**config.mk**
```make
export PLATFORM = sky130hd
export DESIGN_NAME = load_cell_center_of_pressure_flat
export DESIGN_NICKNAME = d
export VERILOG_FILES = /design/src/sv/lccop_pkg.sv /design/src/sv/lccop_in_if.sv /design/src/sv/lccop_out_if.sv /design/src/sv/load_cell_center_of_pressure.sv /design/src/sv/lccop_tare.sv /design/src/sv/lccop_div.sv /design/src/flat_wrapper.sv
export SDC_FILE = /design/constraint.sdc
export NUM_CORES = 2
export LEC_CHECK = 0
export BUFFER_PORTS_ARGS = -buffer_cell sky130_fd_sc_hd__buf_2
export CORE_MARGIN = 5
export CORE_UTILIZATION = 50
export DETAILED_ROUTE_END_ITERATION = 8
export GPL_TIMING_DRIVEN = 0
export PLACE_DENSITY = 0.67
export SLEW_MARGIN = 20
export SYNTH_ARGS = -nofsm -noshare
export SYNTH_HDL_FRONTEND = slang
export SYNTH_SLANG_ARGS = --single-unit
```
**constraint.sdc**
```tcl
create_clock -name clk -period 13.6 [get_ports clk]
set_input_delay 0.68 -clock clk [delete_from_list [all_inputs] [get_ports clk]]
set_output_delay 0.68 -clock clk [all_outputs]
set_load 0.05 [all_outputs]
```
**src/sv/lccop_pkg.sv**
```systemverilog
// Shared types and constants for the load cell centre of pressure block.
// No dependencies; imported by every module of the block.
`timescale 1ns / 1ps
`default_nettype none

package lccop_pkg;

  // Configuration register indexes
  typedef enum logic [1:0] {
    CFG_ARM_THRESHOLD   = 2'd0,
    CFG_EMPTY_THRESHOLD = 2'd1,
    CFG_RADIUS_SCALE    = 2'd2
  } cfg_reg_t;

  localparam int CFG_INDEX_BITS = 2;

  // Reset values of the configuration registers
  localparam int ARM_RESET    = 10;
  localparam int EMPTY_RESET  = 1;
  // Radius reset is 5.5: eleven halves, scaled to the fraction width
  localparam int RADIUS_HALVES = 11;

  // Top-level sequencer
  typedef enum logic [3:0] {
    S_IDLE,
    S_RAW,
    S_TARE,
    S_SUM,
    S_DIVX_GO,
    S_DIVX,
    S_DIVY_GO,
    S_DIVY,
    S_DONE
  } seq_state_t;

  // Shared multiply/divide unit
  typedef enum logic [2:0] {
    D_IDLE,
    D_MUL,
    D_INIT,
    D_ITER,
    D_DONE
  } div_state_t;

  // Step strobes from the sequencer to the tare datapath
  typedef struct packed {
    logic load;   // take the accepted sample
    logic raw;    // form the raw sum
    logic tare;   // arm/capture decision and per-channel tare
    logic sum;    // tared sum and diagonal pair sums
  } tare_ctl_t;

endpackage

`default_nettype wire

```
**src/sv/lccop_in_if.sv**
```systemverilog
// Input channel: one sample from each of the four load cells plus restart.
// Valid/ready handshake; no package dependency.
`timescale 1ns / 1ps
`default_nettype none

interface lccop_in_if #(
  parameter int SAMPLE_BITS = 16
);
  logic                   valid;
  logic                   ready;
  logic [SAMPLE_BITS-1:0] cell_one;
  logic [SAMPLE_BITS-1:0] cell_two;
  logic [SAMPLE_BITS-1:0] cell_three;
  logic [SAMPLE_BITS-1:0] cell_four;
  logic                   restart;

  modport source (
    output valid, cell_one, cell_two, cell_three, cell_four, restart,
    input  ready
  );

  modport sink (
    input  valid, cell_one, cell_two, cell_three, cell_four, restart,
    output ready
  );
endinterface

`default_nettype wire

```
**src/sv/lccop_out_if.sv**
```systemverilog
// Result channel: position, validity flag and the four tared channels.
// Valid/ready handshake; no package dependency.
`timescale 1ns / 1ps
`default_nettype none

interface lccop_out_if #(
  parameter int SAMPLE_BITS = 16,
  parameter int POS_BITS    = 13
);
  logic                       valid;
  logic                       ready;
  logic signed [POS_BITS-1:0] pos_x;
  logic signed [POS_BITS-1:0] pos_y;
  logic                       pos_valid;
  logic [SAMPLE_BITS-1:0]     tared_one;
  logic [SAMPLE_BITS-1:0]     tared_two;
  logic [SAMPLE_BITS-1:0]     tared_three;
  logic [SAMPLE_BITS-1:0]     tared_four;

  modport source (
    output valid, pos_x, pos_y, pos_valid,
           tared_one, tared_two, tared_three, tared_four,
    input  ready
  );

  modport sink (
    input  valid, pos_x, pos_y, pos_valid,
           tared_one, tared_two, tared_three, tared_four,
    output ready
  );
endinterface

`default_nettype wire

```
**src/sv/load_cell_center_of_pressure.sv**
```systemverilog
// Centre of pressure from four load cells: tare logic and X/Y position.
// Steps: raw sum, tare, tared sum, then the shared multiply/divide unit run
// once per axis (X, then Y), then the result register. A new sample is taken
// only after the last result is loaded; input ready only while the sequencer idles.
// Reset (rst_n, synchronous): baselines zero, disarmed, first sample captures,
// registers back to arm 10, empty 1, radius 5.5. Uses lccop_pkg, interfaces.
`timescale 1ns / 1ps
`default_nettype none

module load_cell_center_of_pressure
  import lccop_pkg::*;
#(
  parameter int SAMPLE_BITS = 16,
  parameter int FRAC_BITS   = 8,
  localparam int SUM_BITS    = SAMPLE_BITS + 2,
  localparam int RADIUS_BITS = 4 + FRAC_BITS,
  localparam int CFG_BITS    = (SUM_BITS > RADIUS_BITS) ? SUM_BITS : RADIUS_BITS
) (
  input  wire logic                      clk,
  input  wire logic                      rst_n,
  lccop_in_if.sink                       in_ch,
  lccop_out_if.source                    out_ch,
  input  wire logic                      cfg_we,
  input  wire logic [CFG_INDEX_BITS-1:0] cfg_index,
  input  wire logic [CFG_BITS-1:0]       cfg_wdata
);

  localparam int POS_BITS = RADIUS_BITS + 1;
  localparam logic [RADIUS_BITS-1:0] RADIUS_RESET =
    RADIUS_BITS'(RADIUS_HALVES) << (FRAC_BITS - 1);

  // Configuration registers
  logic [SUM_BITS-1:0]    arm_th_r;
  logic [SUM_BITS-1:0]    empty_th_r;
  logic [RADIUS_BITS-1:0] radius_r;

  always_ff @(posedge clk) begin
    if (!rst_n) begin
      arm_th_r   <= SUM_BITS'(ARM_RESET);
      empty_th_r <= SUM_BITS'(EMPTY_RESET);
      radius_r   <= RADIUS_RESET;
    end else if (cfg_we) begin
      case (cfg_reg_t'(cfg_index))
        CFG_ARM_THRESHOLD:   arm_th_r   <= cfg_wdata[SUM_BITS-1:0];
        CFG_EMPTY_THRESHOLD: empty_th_r <= cfg_wdata[SUM_BITS-1:0];
        CFG_RADIUS_SCALE:    radius_r   <= cfg_wdata[RADIUS_BITS-1:0];
        default: begin
        end
      endcase
    end
  end

  // Sequencer signals
  seq_state_t                 state_r;
  seq_state_t                 state_nxt;
  tare_ctl_t                  tare_ctl;
  logic                       in_xfer;
  logic                       div_start;
  logic                       sel_y;
  logic                       cap_x;
  logic                       load_out;
  logic                       out_free;

  // Datapath signals
  logic [3:0][SAMPLE_BITS-1:0] cells;
  logic [3:0][SAMPLE_BITS-1:0] tared;
  logic [SUM_BITS-1:0]         tsum;
  logic [SUM_BITS-1:0]         px_pos;
  logic [SUM_BITS-1:0]         px_neg;
  logic [SUM_BITS-1:0]         py_pos;
  logic [SUM_BITS-1:0]         py_neg;
  logic                        empty;
  logic                        div_done;
  logic signed [POS_BITS-1:0]  div_quo;
  logic signed [POS_BITS-1:0]  pos_x_r;
  logic                        no_pos;

  assign in_xfer  = in_ch.valid && in_ch.ready;
  assign out_free = !out_ch.valid || out_ch.ready;
  assign cells    = {in_ch.cell_four, in_ch.cell_three, in_ch.cell_two, in_ch.cell_one};

  // Next state
  always_comb begin
    state_nxt = state_r;
    case (state_r)
      S_IDLE:    if (in_ch.valid) state_nxt = S_RAW;
      S_RAW:     state_nxt = S_TARE;
      S_TARE:    state_nxt = S_SUM;
      S_SUM:     state_nxt = S_DIVX_GO;
      S_DIVX_GO: state_nxt = S_DIVX;
      S_DIVX:    if (div_done) state_nxt = S_DIVY_GO;
      S_DIVY_GO: state_nxt = S_DIVY;
      S_DIVY:    if (div_done) state_nxt = S_DONE;
      S_DONE:    if (out_free) state_nxt = S_IDLE;
      default:   state_nxt = S_IDLE;
    endcase
  end

  always_ff @(posedge clk) begin
    if (!rst_n) begin
      state_r <= S_IDLE;
    end else begin
      state_r <= state_nxt;
    end
  end

  // Sequencer outputs
  always_comb begin
    in_ch.ready   = 1'b0;
    tare_ctl      = '0;
    div_start     = 1'b0;
    sel_y         = 1'b0;
    cap_x         = 1'b0;
    load_out      = 1'b0;
    case (state_r)
      S_IDLE: begin
        in_ch.ready   = 1'b1;
        tare_ctl.load = in_xfer;
      end
      S_RAW:     tare_ctl.raw  = 1'b1;
      S_TARE:    tare_ctl.tare = 1'b1;
      S_SUM:     tare_ctl.sum  = 1'b1;
      S_DIVX_GO: div_start     = 1'b1;
      S_DIVX:    cap_x         = div_done;
      S_DIVY_GO: begin
        div_start = 1'b1;
        sel_y     = 1'b1;
      end
      S_DIVY:    sel_y    = 1'b1;
      S_DONE:    load_out = out_free;
      default: begin
      end
    endcase
  end

  lccop_tare #(
    .SAMPLE_BITS (SAMPLE_BITS),
    .SUM_BITS    (SUM_BITS)
  ) u_tare (
    .clk        (clk),
    .rst_n      (rst_n),
    .ctl        (tare_ctl),
    .cell_i     (cells),
    .restart_i  (in_ch.restart),
    .arm_th_i   (arm_th_r),
    .empty_th_i (empty_th_r),
    .tared_o    (tared),
    .sum_o      (tsum),
    .px_pos_o   (px_pos),
    .px_neg_o   (px_neg),
    .py_pos_o   (py_pos),
    .py_neg_o   (py_neg),
    .empty_o    (empty)
  );

  lccop_div #(
    .SUM_BITS    (SUM_BITS),
    .RADIUS_BITS (RADIUS_BITS),
    .POS_BITS    (POS_BITS)
  ) u_div (
    .clk     (clk),
    .rst_n   (rst_n),
    .start_i (div_start),
    .pos_i   (sel_y ? py_pos : px_pos),
    .neg_i   (sel_y ? py_neg : px_neg),
    .den_i   (tsum),
    .scale_i (radius_r),
    .done_o  (div_done),
    .quo_o   (div_quo)
  );

  // Hold X while Y is worked out
  always_ff @(posedge clk) begin
    if (cap_x) begin
      pos_x_r <= div_quo;
    end
  end

  // Empty board or zero tared sum: position forced to zero
  assign no_pos = empty || (tsum == '0);

  // Result register
  logic                       out_valid_r;
  logic signed [POS_BITS-1:0] out_x_r;
  logic signed [POS_BITS-1:0] out_y_r;
  logic                       out_pv_r;
  logic [3:0][SAMPLE_BITS-1:0] out_tared_r;

  always_ff @(posedge clk) begin
    if (!rst_n) begin
      out_valid_r <= 1'b0;
    end else if (load_out) begin
      out_valid_r <= 1'b1;
    end else if (out_ch.ready) begin
      out_valid_r <= 1'b0;
    end
  end

  always_ff @(posedge clk) begin
    if (load_out) begin
      out_x_r     <= no_pos ? '0 : pos_x_r;
      out_y_r     <= no_pos ? '0 : div_quo;
      out_pv_r    <= empty || (tsum != '0);
      out_tared_r <= tared;
    end
  end

  assign out_ch.valid       = out_valid_r;
  assign out_ch.pos_x       = out_x_r;
  assign out_ch.pos_y       = out_y_r;
  assign out_ch.pos_valid   = out_pv_r;
  assign out_ch.tared_one   = out_tared_r[0];
  assign out_ch.tared_two   = out_tared_r[1];
  assign out_ch.tared_three = out_tared_r[2];
  assign out_ch.tared_four  = out_tared_r[3];

endmodule

`default_nettype wire

```
**src/sv/lccop_tare.sv**
```systemverilog
// Tare datapath: raw sum, arm/empty detector, baseline capture and the
// tared channel sums. Stepped by the sequencer; uses lccop_pkg.
`timescale 1ns / 1ps
`default_nettype none

module lccop_tare
  import lccop_pkg::*;
#(
  parameter int SAMPLE_BITS = 16,
  parameter int SUM_BITS    = SAMPLE_BITS + 2
) (
  input  wire logic                           clk,
  input  wire logic                           rst_n,
  input  wire tare_ctl_t                      ctl,
  input  wire logic [3:0][SAMPLE_BITS-1:0]    cell_i,
  input  wire logic                           restart_i,
  input  wire logic [SUM_BITS-1:0]            arm_th_i,
  input  wire logic [SUM_BITS-1:0]            empty_th_i,
  output logic [3:0][SAMPLE_BITS-1:0]         tared_o,
  output logic [SUM_BITS-1:0]                 sum_o,
  output logic [SUM_BITS-1:0]                 px_pos_o,
  output logic [SUM_BITS-1:0]                 px_neg_o,
  output logic [SUM_BITS-1:0]                 py_pos_o,
  output logic [SUM_BITS-1:0]                 py_neg_o,
  output logic                                empty_o
);

  logic [3:0][SAMPLE_BITS-1:0] cell_r;
  logic                        restart_r;
  logic [SUM_BITS-1:0]         raw_r;
  logic [SUM_BITS-1:0]         raw_nxt;
  logic [3:0][SAMPLE_BITS-1:0] base_r;
  logic [3:0][SAMPLE_BITS-1:0] base_nxt;
  logic                        armed_r;
  logic                        armed_nxt;
  logic                        first_r;
  logic [3:0][SAMPLE_BITS-1:0] tared_r;
  logic [3:0][SAMPLE_BITS-1:0] tared_nxt;
  logic                        empty_r;
  logic [SUM_BITS-1:0]         sum_r;
  logic [SUM_BITS-1:0]         p12_r;
  logic [SUM_BITS-1:0]         p34_r;
  logic [SUM_BITS-1:0]         p13_r;
  logic [SUM_BITS-1:0]         p24_r;
  logic                        armed_now;
  logic                        capture;

  // Sample register
  always_ff @(posedge clk) begin
    if (ctl.load) begin
      cell_r    <= cell_i;
      restart_r <= restart_i;
    end
  end

  // Raw sum of the four cells
  always_comb begin
    raw_nxt = SUM_BITS'(cell_r[0]) + SUM_BITS'(cell_r[1])
            + SUM_BITS'(cell_r[2]) + SUM_BITS'(cell_r[3]);
  end

  always_ff @(posedge clk) begin
    if (ctl.raw) begin
      raw_r <= raw_nxt;
    end
  end

  // Detector arms first; the capture test sees the updated armed state
  always_comb begin
    armed_now = armed_r | (raw_r > arm_th_i);
    capture   = first_r | restart_r | (armed_now & (raw_r < empty_th_i));
    armed_nxt = armed_now & ~capture;
    base_nxt  = capture ? cell_r : base_r;
    for (int i = 0; i < 4; i++) begin
      tared_nxt[i] = (cell_r[i] > base_nxt[i]) ? (cell_r[i] - base_nxt[i]) : '0;
    end
  end

  // Detector and baseline state
  always_ff @(posedge clk) begin
    if (!rst_n) begin
      armed_r <= 1'b0;
      first_r <= 1'b1;
      base_r  <= '0;
    end else if (ctl.tare) begin
      armed_r <= armed_nxt;
      first_r <= 1'b0;
      base_r  <= base_nxt;
    end
  end

  always_ff @(posedge clk) begin
    if (ctl.tare) begin
      tared_r <= tared_nxt;
      empty_r <= raw_r < empty_th_i;
    end
  end

  // Tared sum and the diagonal pair sums
  always_ff @(posedge clk) begin
    if (ctl.sum) begin
      sum_r <= SUM_BITS'(tared_r[0]) + SUM_BITS'(tared_r[1])
             + SUM_BITS'(tared_r[2]) + SUM_BITS'(tared_r[3]);
      p12_r <= SUM_BITS'(tared_r[0]) + SUM_BITS'(tared_r[1]);
      p34_r <= SUM_BITS'(tared_r[2]) + SUM_BITS'(tared_r[3]);
      p13_r <= SUM_BITS'(tared_r[0]) + SUM_BITS'(tared_r[2]);
      p24_r <= SUM_BITS'(tared_r[1]) + SUM_BITS'(tared_r[3]);
    end
  end

  assign tared_o  = tared_r;
  assign sum_o    = sum_r;
  assign px_pos_o = p12_r;
  assign px_neg_o = p34_r;
  assign py_pos_o = p13_r;
  assign py_neg_o = p24_r;
  assign empty_o  = empty_r;

endmodule

`default_nettype wire

```
**src/sv/lccop_div.sv**
```systemverilog
// Shared scaled-difference unit: trunc(scale * (pos - neg) / den) as a signed
// result. One multiply, then one restoring quotient bit per cycle. Uses lccop_pkg.
`timescale 1ns / 1ps
`default_nettype none

module lccop_div
  import lccop_pkg::*;
#(
  parameter int SUM_BITS    = 18,
  parameter int RADIUS_BITS = 12,
  parameter int POS_BITS    = RADIUS_BITS + 1
) (
  input  wire logic                       clk,
  input  wire logic                       rst_n,
  input  wire logic                       start_i,
  input  wire logic [SUM_BITS-1:0]        pos_i,
  input  wire logic [SUM_BITS-1:0]        neg_i,
  input  wire logic [SUM_BITS-1:0]        den_i,
  input  wire logic [RADIUS_BITS-1:0]     scale_i,
  output logic                            done_o,
  output logic signed [POS_BITS-1:0]      quo_o
);

  localparam int PROD_BITS = SUM_BITS + RADIUS_BITS;
  localparam int CNT_BITS  = $clog2(RADIUS_BITS);
  localparam logic [CNT_BITS-1:0] CNT_LAST = CNT_BITS'(RADIUS_BITS - 1);

  div_state_t              state_r;
  div_state_t              state_nxt;
  logic                    sign_r;
  logic [SUM_BITS-1:0]     mag_r;
  logic [SUM_BITS-1:0]     den_r;
  logic [PROD_BITS-1:0]    prod_r;
  logic [SUM_BITS-1:0]     rem_r;
  logic [RADIUS_BITS-1:0]  shq_r;
  logic [CNT_BITS-1:0]     cnt_r;
  logic [SUM_BITS:0]       trial;
  logic                    qbit;
  logic [POS_BITS-1:0]     q_ext;

  // Next state
  always_comb begin
    state_nxt = state_r;
    case (state_r)
      D_IDLE:  if (start_i) state_nxt = D_MUL;
      D_MUL:   state_nxt = D_INIT;
      D_INIT:  state_nxt = D_ITER;
      D_ITER:  if (cnt_r == CNT_LAST) state_nxt = D_DONE;
      D_DONE:  state_nxt = D_IDLE;
      default: state_nxt = D_IDLE;
    endcase
  end

  always_ff @(posedge clk) begin
    if (!rst_n) begin
      state_r <= D_IDLE;
    end else begin
      state_r <= state_nxt;
    end
  end

  // One restoring step: shift in the next dividend bit, subtract if it fits
  always_comb begin
    trial = {rem_r, shq_r[RADIUS_BITS-1]};
    qbit  = trial >= {1'b0, den_r};
  end

  // Datapath
  always_ff @(posedge clk) begin
    case (state_r)
      D_IDLE: begin
        if (start_i) begin
          sign_r <= pos_i < neg_i;
          mag_r  <= (pos_i >= neg_i) ? (pos_i - neg_i) : (neg_i - pos_i);
          den_r  <= den_i;
        end
      end
      D_MUL: begin
        prod_r <= PROD_BITS'(scale_i) * PROD_BITS'(mag_r);
      end
      D_INIT: begin
        // quotient fits RADIUS_BITS, so the upper part stays below den
        rem_r <= prod_r[PROD_BITS-1:RADIUS_BITS];
        shq_r <= prod_r[RADIUS_BITS-1:0];
        cnt_r <= '0;
      end
      D_ITER: begin
        rem_r <= qbit ? SUM_BITS'(trial - {1'b0, den_r}) : SUM_BITS'(trial);
        shq_r <= {shq_r[RADIUS_BITS-2:0], qbit};
        cnt_r <= cnt_r + 1'b1;
      end
      default: begin
      end
    endcase
  end

  // Result once all quotient bits are in
  always_comb begin
    q_ext  = {{(POS_BITS-RADIUS_BITS){1'b0}}, shq_r};
    quo_o  = sign_r ? -q_ext : q_ext;
    done_o = state_r == D_DONE;
  end

endmodule

`default_nettype wire
```
**src/flat_wrapper.sv**
```systemverilog
// flat-port wrapper written by rule: the top's interface ports become plain ports
module load_cell_center_of_pressure_flat import lccop_pkg::*;
#(
  parameter int SAMPLE_BITS = 16,
  parameter int FRAC_BITS   = 8,
  localparam int SUM_BITS    = SAMPLE_BITS + 2,
  localparam int RADIUS_BITS = 4 + FRAC_BITS,
  localparam int CFG_BITS    = (SUM_BITS > RADIUS_BITS) ? SUM_BITS : RADIUS_BITS
)
  (clk, rst_n, cfg_we, cfg_index, cfg_wdata, in_ch_valid, in_ch_cell_one, in_ch_cell_two, in_ch_cell_three, in_ch_cell_four, in_ch_restart, in_ch_ready, out_ch_valid, out_ch_pos_x, out_ch_pos_y, out_ch_pos_valid, out_ch_tared_one, out_ch_tared_two, out_ch_tared_three, out_ch_tared_four, out_ch_ready);
  lccop_in_if #(.SAMPLE_BITS(SAMPLE_BITS)) in_ch_i ();
  lccop_out_if #(.SAMPLE_BITS(SAMPLE_BITS)) out_ch_i ();
  input  wire logic clk;
  input  wire logic rst_n;
  input  wire logic cfg_we;
  input  wire logic [CFG_INDEX_BITS-1:0] cfg_index;
  input  wire logic [CFG_BITS-1:0] cfg_wdata;
  input wire logic [$bits(in_ch_i.valid)-1:0] in_ch_valid;
  input wire logic [$bits(in_ch_i.cell_one)-1:0] in_ch_cell_one;
  input wire logic [$bits(in_ch_i.cell_two)-1:0] in_ch_cell_two;
  input wire logic [$bits(in_ch_i.cell_three)-1:0] in_ch_cell_three;
  input wire logic [$bits(in_ch_i.cell_four)-1:0] in_ch_cell_four;
  input wire logic [$bits(in_ch_i.restart)-1:0] in_ch_restart;
  output wire logic [$bits(in_ch_i.ready)-1:0] in_ch_ready;
  output wire logic [$bits(out_ch_i.valid)-1:0] out_ch_valid;
  output wire logic [$bits(out_ch_i.pos_x)-1:0] out_ch_pos_x;
  output wire logic [$bits(out_ch_i.pos_y)-1:0] out_ch_pos_y;
  output wire logic [$bits(out_ch_i.pos_valid)-1:0] out_ch_pos_valid;
  output wire logic [$bits(out_ch_i.tared_one)-1:0] out_ch_tared_one;
  output wire logic [$bits(out_ch_i.tared_two)-1:0] out_ch_tared_two;
  output wire logic [$bits(out_ch_i.tared_three)-1:0] out_ch_tared_three;
  output wire logic [$bits(out_ch_i.tared_four)-1:0] out_ch_tared_four;
  input wire logic [$bits(out_ch_i.ready)-1:0] out_ch_ready;
  assign in_ch_i.valid = in_ch_valid;
  assign in_ch_i.cell_one = in_ch_cell_one;
  assign in_ch_i.cell_two = in_ch_cell_two;
  assign in_ch_i.cell_three = in_ch_cell_three;
  assign in_ch_i.cell_four = in_ch_cell_four;
  assign in_ch_i.restart = in_ch_restart;
  assign in_ch_ready = in_ch_i.ready;
  assign out_ch_valid = out_ch_i.valid;
  assign out_ch_pos_x = out_ch_i.pos_x;
  assign out_ch_pos_y = out_ch_i.pos_y;
  assign out_ch_pos_valid = out_ch_i.pos_valid;
  assign out_ch_tared_one = out_ch_i.tared_one;
  assign out_ch_tared_two = out_ch_i.tared_two;
  assign out_ch_tared_three = out_ch_i.tared_three;
  assign out_ch_tared_four = out_ch_i.tared_four;
  assign out_ch_i.ready = out_ch_ready;
  load_cell_center_of_pressure #(.SAMPLE_BITS(SAMPLE_BITS), .FRAC_BITS(FRAC_BITS)) u_core (.clk(clk), .rst_n(rst_n), .in_ch(in_ch_i), .out_ch(out_ch_i), .cfg_we(cfg_we), .cfg_index(cfg_index), .cfg_wdata(cfg_wdata));
endmodule
```
# Yosys cells after proc, flatten, opt, wreduce, memory -nomap -nowiden
# Index checks and enable logic that the tools add are counted.
# Widths: inputs -> output; s select.
# word_totals
word_cells,146
ram_bits,0
input_bits,90
mem_count,0
mem_bits_ro,0
regBits,565
latchBits,0
# classes
n_addsub,18
shifts,0
mul,1
bitwise_logic,6
n_mux,28
n_eq_ne,21
n_lt_le_gt_ge,9
n_reduce_logical,20
div,0
# op_table
op,n
$add 16x16->17,5
$mux 18,4
$gt 16x16->1,4
$mux 64,1
$sub 16x16->16,4
$add 18x16->18,3
$sub 18x18->18,3
$lt 18x18->1,2
$pmux 18 s2,1
$pmux 4 s9,1
$mul 12x18->30,1
$pmux 12 s2,1
$ge 19x18->1,1
$add 17x16->18,1
$ge 18x18->1,1
$gt 18x18->1,1
$logic_not 18->1,1
$reduce_bool 18->1,1
$eq 4x3->1 const B,4
$mux 4,4
$mux 13,1
$neg 12->13,1
$pmux 3 s4,1
$mux 1,11
other kinds (26),45

# Depth between registers and ports, before layout
# logic_depth
ltp_word,6
ltp_mapped,22

# Cells and area by module
# A second synthesis with hierarchy kept.
# hier_totals
cells_unflattened,3783
area_unflattened_um2,38901.1
# modules_own_cells
mod,seq_area_each_um2,area_per_inst_um2,cells_per_inst,instances
lccop_tare,8348.0,19264.7,1811,1
lccop_div,3093.0,13623.1,1512,1
load_cell_center_of_pressure,4184.0,6013.3,460,1

# Worst setup path before layout
# Ideal clock, no wire load.
# synth_path
kind,register to register
startpoint,register u_core.state_r[1]
endpoint,register u_core.u_tare.base_r[0] (netlist name)
stages_incl_launch_ff,8
n_path_buf,3
setup_ps,74
setup_slack_ps,4023
t_arrival_ps,9503
period_less_slack_ps,9577
cell_sequence,dfxtp_1 -> clkbuf_1 -> nor4b_1 -> o41ai_1 -> a21oi_1 -> buf_1 -> buf_1 -> mux2i_1
# synth_via
elab_chain_len,2
# synth_lines
item,line,text
from (decl),load_cell_center_of_pressure.sv:54,seq_state_t state_r;
from (signal assigned),load_cell_center_of_pressure.sv:103,state_r <= state_nxt;
$eq 4x2->1,load_cell_center_of_pressure.sv:115,case (state_r)
$mux 1,load_cell_center_of_pressure.sv:115,
to (signal assigned),lccop_tare.sv:88,base_r <= base_nxt;
to (decl),lccop_tare.sv:32,logic [3:0][SAMPLE_BITS-1:0] base_r;
# Every way passes these cells.
# A chain may end at the register's enable or synchronous reset.

# Worst setup path in the final report
# layout_path
startpoint,register u_core.u_tare.raw_r[15]
endpoint,"register u_core.u_tare.tared_r (netlist bit u_core.u_tare.tared_o[63]), data pin"
# layout_via
elab_chain_len,6
elab_cells_between_ends,8
cone_classes,add/sub (1); order compare (3); mux (1); bitwise (3)
# layout_lines
item,line,text
from (decl),lccop_tare.sv:30,logic [SUM_BITS-1:0] raw_r;
from (signal assigned),lccop_tare.sv:64,raw_r <= raw_nxt;
$gt 18x18->1,lccop_tare.sv:70,armed_now = armed_r | (raw_r > arm_th_i);
$or 1x1->1,lccop_tare.sv:70,
$and 1x1->1 (*),lccop_tare.sv:71,capture = first_r | restart_r | (armed_now & (raw_r < empty_th_i));
$or 1x1->1 (*),lccop_tare.sv:71,
$mux 64 (*),lccop_tare.sv:73,base_nxt = capture ? cell_r : base_r;
$sub 16x16->16 / $gt 16x16->1 (equally long branches),lccop_tare.sv:75,tared_nxt[i] = (cell_r[i] > base_nxt[i]) ? (cell_r[i] - base_nxt[i]) : '0;
to (signal assigned),lccop_tare.sv:94,tared_r <= tared_nxt;
to (decl),lccop_tare.sv:37,logic [3:0][SAMPLE_BITS-1:0] tared_r;
# Mark *: on every way between the ends. The rest lies on a longest branch, timed or not.

==> flow_summary.yaml <==
outcome:
  status: "finished clean"
drt:
  highest_layer: "met5"
  route.detailed.drc: 0
  dr.pass1.iters: 6
  wl_met3_microns: 5667
  via_per_inst: 5.468
  drt-initial-drc-count: 1812
  drt_wl_total_microns: 100800
  avgRoutedWirePerCell_microns: 19.60
  antenna_left: 0
  met1_length_microns: 42250
  vias: 28120
  routed-wl-met2_microns: 48680
synth:
  avgSynthCellArea_sq_um: 10.30
  netlist_instances: 3775
  synth.ff_latch_count: 561
  synth-edff-count: 439
  synth_top_family_by_area: "adder cells"
  yosys.area_share.simple_pct: 13.99
  synth_cell_type_count: 73
  synthFlopType: "edfxtp_1"
  synth_xor_area_share_pct: 3.626
  ys_warn_count: 0
  synth-adder-area-share_pct: 21.56
  synth_top_area_share_pct: 33.90
  ys_top_cells_by_area: "edfxtp_1, fa_1, ha_1"
  yosysTopAreaCell: "edfxtp_1"
  yosys-mux-area-fraction_pct: 5.176
  ys_seq_area_share_pct: 40.18
  syn_area_sq_mm: 0.03889
  synthArstFlopShare_pct: 0
  synth_fp_nets: 4403
  synth_compound_area_share_pct: 10.01
floorplanning:
  die_w_microns: 288.9
  fp.dieArea_sq_mm: 0.08346
  die_h_microns: 288.9
  rows: 102
  start_util_pct: 50.29
  core_area_sq_mm: 0.07734
  pin_count: 183
clock_tree:
  post_cts_buffers: 0
  clockBufferDepth: 3
  cts-root-buf: "clkbuf_16"
  ctsResizeCount: 0
  cts.sinks: 561
  htreeDepth: 2
  cts_buffers: 61
  clk_latency_ns: 0.66
  clk_pin_slew_ns: 0.06
  hold_buffers: 0
  tritoncts: "built"
timing:
  tns_ns: 0
  slew_violations: 0
  finClkSkew_ns: 0.05223
  timing.fmax_mhz: 136.9
  hold_viol: 0
  finalCritPeriodShare_pct: 53.70
  maxSlewHeadroom_pct: 18.85
  period_needed_ns: 7.303
  tightest_slew_ns: 1.215
  rsz0062_at_grt: "no"
  setup_violations: 0
  final.setup.worst_slack_ns: 6.297
  whs_ns: 0.1903
power:
  p_per_area_mw_per_mm2: 137.5
  p_leak_nw: 18.75
  vdd_drop_max_mv: 0.1365
layout:
  final_nets: 4679
  drive_above_1_share_pct: 8.510
  final_cell_area_sq_mm: 0.04352
  area_growth_pct: 11.90
grt:
  antenna_found_initial: 5
  grt_use_total_pct: 24.08
  grt_overflow: 0
  grt_max_degree: 61
  grt_pass1_wl_microns: 156000
  grt_pass1_vias: 27810
placed_design:
  io_buffers: 181
  placed_cell_area_sq_mm: 0.04145
  dp_hpwl_microns: 81780
  pre_cts_slack_ns: 6.469
  place.gp.congestion: 0.9229
worst_setup_path:
  path_max_fanout: 10
  worstSetupEndpointType: "flop"
  crit_arrival_ns: 7.64
  cp.required_ns: 13.94
  worstSetupPathType: "flop to flop"
  critPathLaunchType: "flop"
run:
  cap_violations: 0
worst_hold_path:
  hold_path.class: "input port to flop"
-- synth_stat cells, drive strengths merged, types with 4 or more instances --
cell type	number
nand2	514
edfxtp	439
inv	438
ha	318
fa	220
mux2i	191
nor2	191
a21oi	139
dfxtp	122
xnor2	113
and2	111
nor3	110
clkbuf	104
o21ai	98
o21a	54
a21boi	52
a21o	51
nand3	51
nor2b	48
xor2	48
a211oi	32
nand2b	27
or3	26
a31oi	25
nand4	23
and3	18
buf	18
o211ai	18
o21bai	17
o2111ai	13
o41ai	13
a211o	12
nor3b	12
or2	10
mux2	9
o31ai	8
nor4	7
nand3b	6
o31a	6
a2111oi	5
a41oi	5
o311ai	5
o41a	5
and4	4
-- power breakdown --
part           leakage [nW]  switching, mW  total, mW  internal [mW]
combinational          12.8           1.23       2.07          0.848
sequential             5.02          0.123       2.22           2.10
clock                 0.980          0.717       1.69          0.975
total                  18.7           2.07       5.98           3.92
-- cell usage in the layout (no fill, tap or decap), types with 110 or more instances in the layout --
cell type	count
edfxtp_1	439
buf_2	190
clkbuf_1	113
and2_1	110
a21oi_1	139
ha_1	318
mux2i_1	191
inv_1	438
dfxtp_1	122
xnor2_1	113
fa_1	220
nor2_1	190
nand2_1	514
-- cells by family (layout without fill, tap and decap cells) --
logic type	Yosys count	after routing
AO/OA/AOI/OAI	583	583
XOR/XNOR	161	161
adder cells (fa/ha/maj)	538	538
buffers and inverters	560	886
flip-flops	561	561
multiplexers	200	200
other	0	2
AND/OR/NAND/NOR	1172	1172
-- state kept, by name, summed over array words and instances, names as in the netlist, 16 cells and up --
register,flops
u_core.u_tare.base_r,64
u_core.u_tare.cell_r,64
u_core.u_tare.tared_o,64
u_core.u_div.prod_r,30
u_core.arm_th_r,18
u_core.empty_th_r,18
u_core.u_div.den_r,18
u_core.u_div.mag_r,18
u_core.u_div.rem_r,18
u_core.u_tare.raw_r,18
u_core.u_tare.sum_o,18
u_core.u_tare.px_neg_o,17
u_core.u_tare.px_pos_o,17
u_core.u_tare.py_neg_o,17
u_core.u_tare.py_pos_o,17
u_core.out_ch.tared_four,16
u_core.out_ch.tared_one,16
u_core.out_ch.tared_three,16
u_core.out_ch.tared_two,16
-- through the flow --
| step | cells | total power [mW] | util [%] |
|---|---|---|---|
| floorplan | 3775 | 3.747 | - |
| global placement | 4996 | 4.278 | 53.14 |
| detailed placement | 5028 | 4.316 | 53.60 |
| CTS | 5141 | 6.014 | 56.27 |
| global route | 5141 | 6.347 | 56.27 |
| finish | 5143 | 5.985 | 56.27 |
-- path summary, 6_finish.rpt --
kind         slack, ns               startpoint  depth (start not counted)                         to
min reg2reg       0.44   u_core.u_tare.sum_o[3]                          0      u_core.u_div.den_r[3]
min               0.19      in_ch_cell_four[12]                          1   u_core.u_tare.cell_r[60]
max reg2reg       6.30  u_core.u_tare.raw_r[15]                         21  u_core.u_tare.tared_o[63]
max               6.30  u_core.u_tare.raw_r[15]                         21  u_core.u_tare.tared_o[63]
-- per-layer routing --
layer	track usage, %	vias to the layer above
li1	-	13570
met1	31.57	13600
met2	41.33	789
met3	2.817	168
met4	9.001	2
met5	0	-
-- worst max-delay path, stage by stage, from the launching register on --
cell and delay, ns:
edfxtp_1 0.41, ha_1 0.33, a21oi_1 0.13, nor2b_1 0.05, o21ai_0 0.14, nand2b_1 0.09
a2111oi_0 0.38, a21oi_1 0.26, o21ai_1 0.61, clkbuf_1 0.68, buf_2 0.53, mux2i_1 0.25
ha_1 0.29, nor2b_1 0.16, o21ai_0 0.21, a21boi_0 0.16, o21ai_0 0.43, a211o_1 0.25
a21oi_1 0.08, o31ai_1 0.83, clkbuf_1 0.41, nor2_1 0.27
-- layout make-up --
| type | count | area, sq um |
|---|---|---|
| inverters | 438 | 1644 |
| multi-input cells | 2654 | 21180 |
| flip-flops and latches | 561 | 15630 |
| clock buffers | 71 | 1585 |
| diodes | 2 | 5.005 |
| repair buffers | 213 | 1215 |
| well taps | 1040 | 1301 |
| fillers | 6850 | 33820 |
| clock inverters | 42 | 478.0 |
| plain buffers | 122 | 484.2 |
Power figures use the tool's default switching activity.
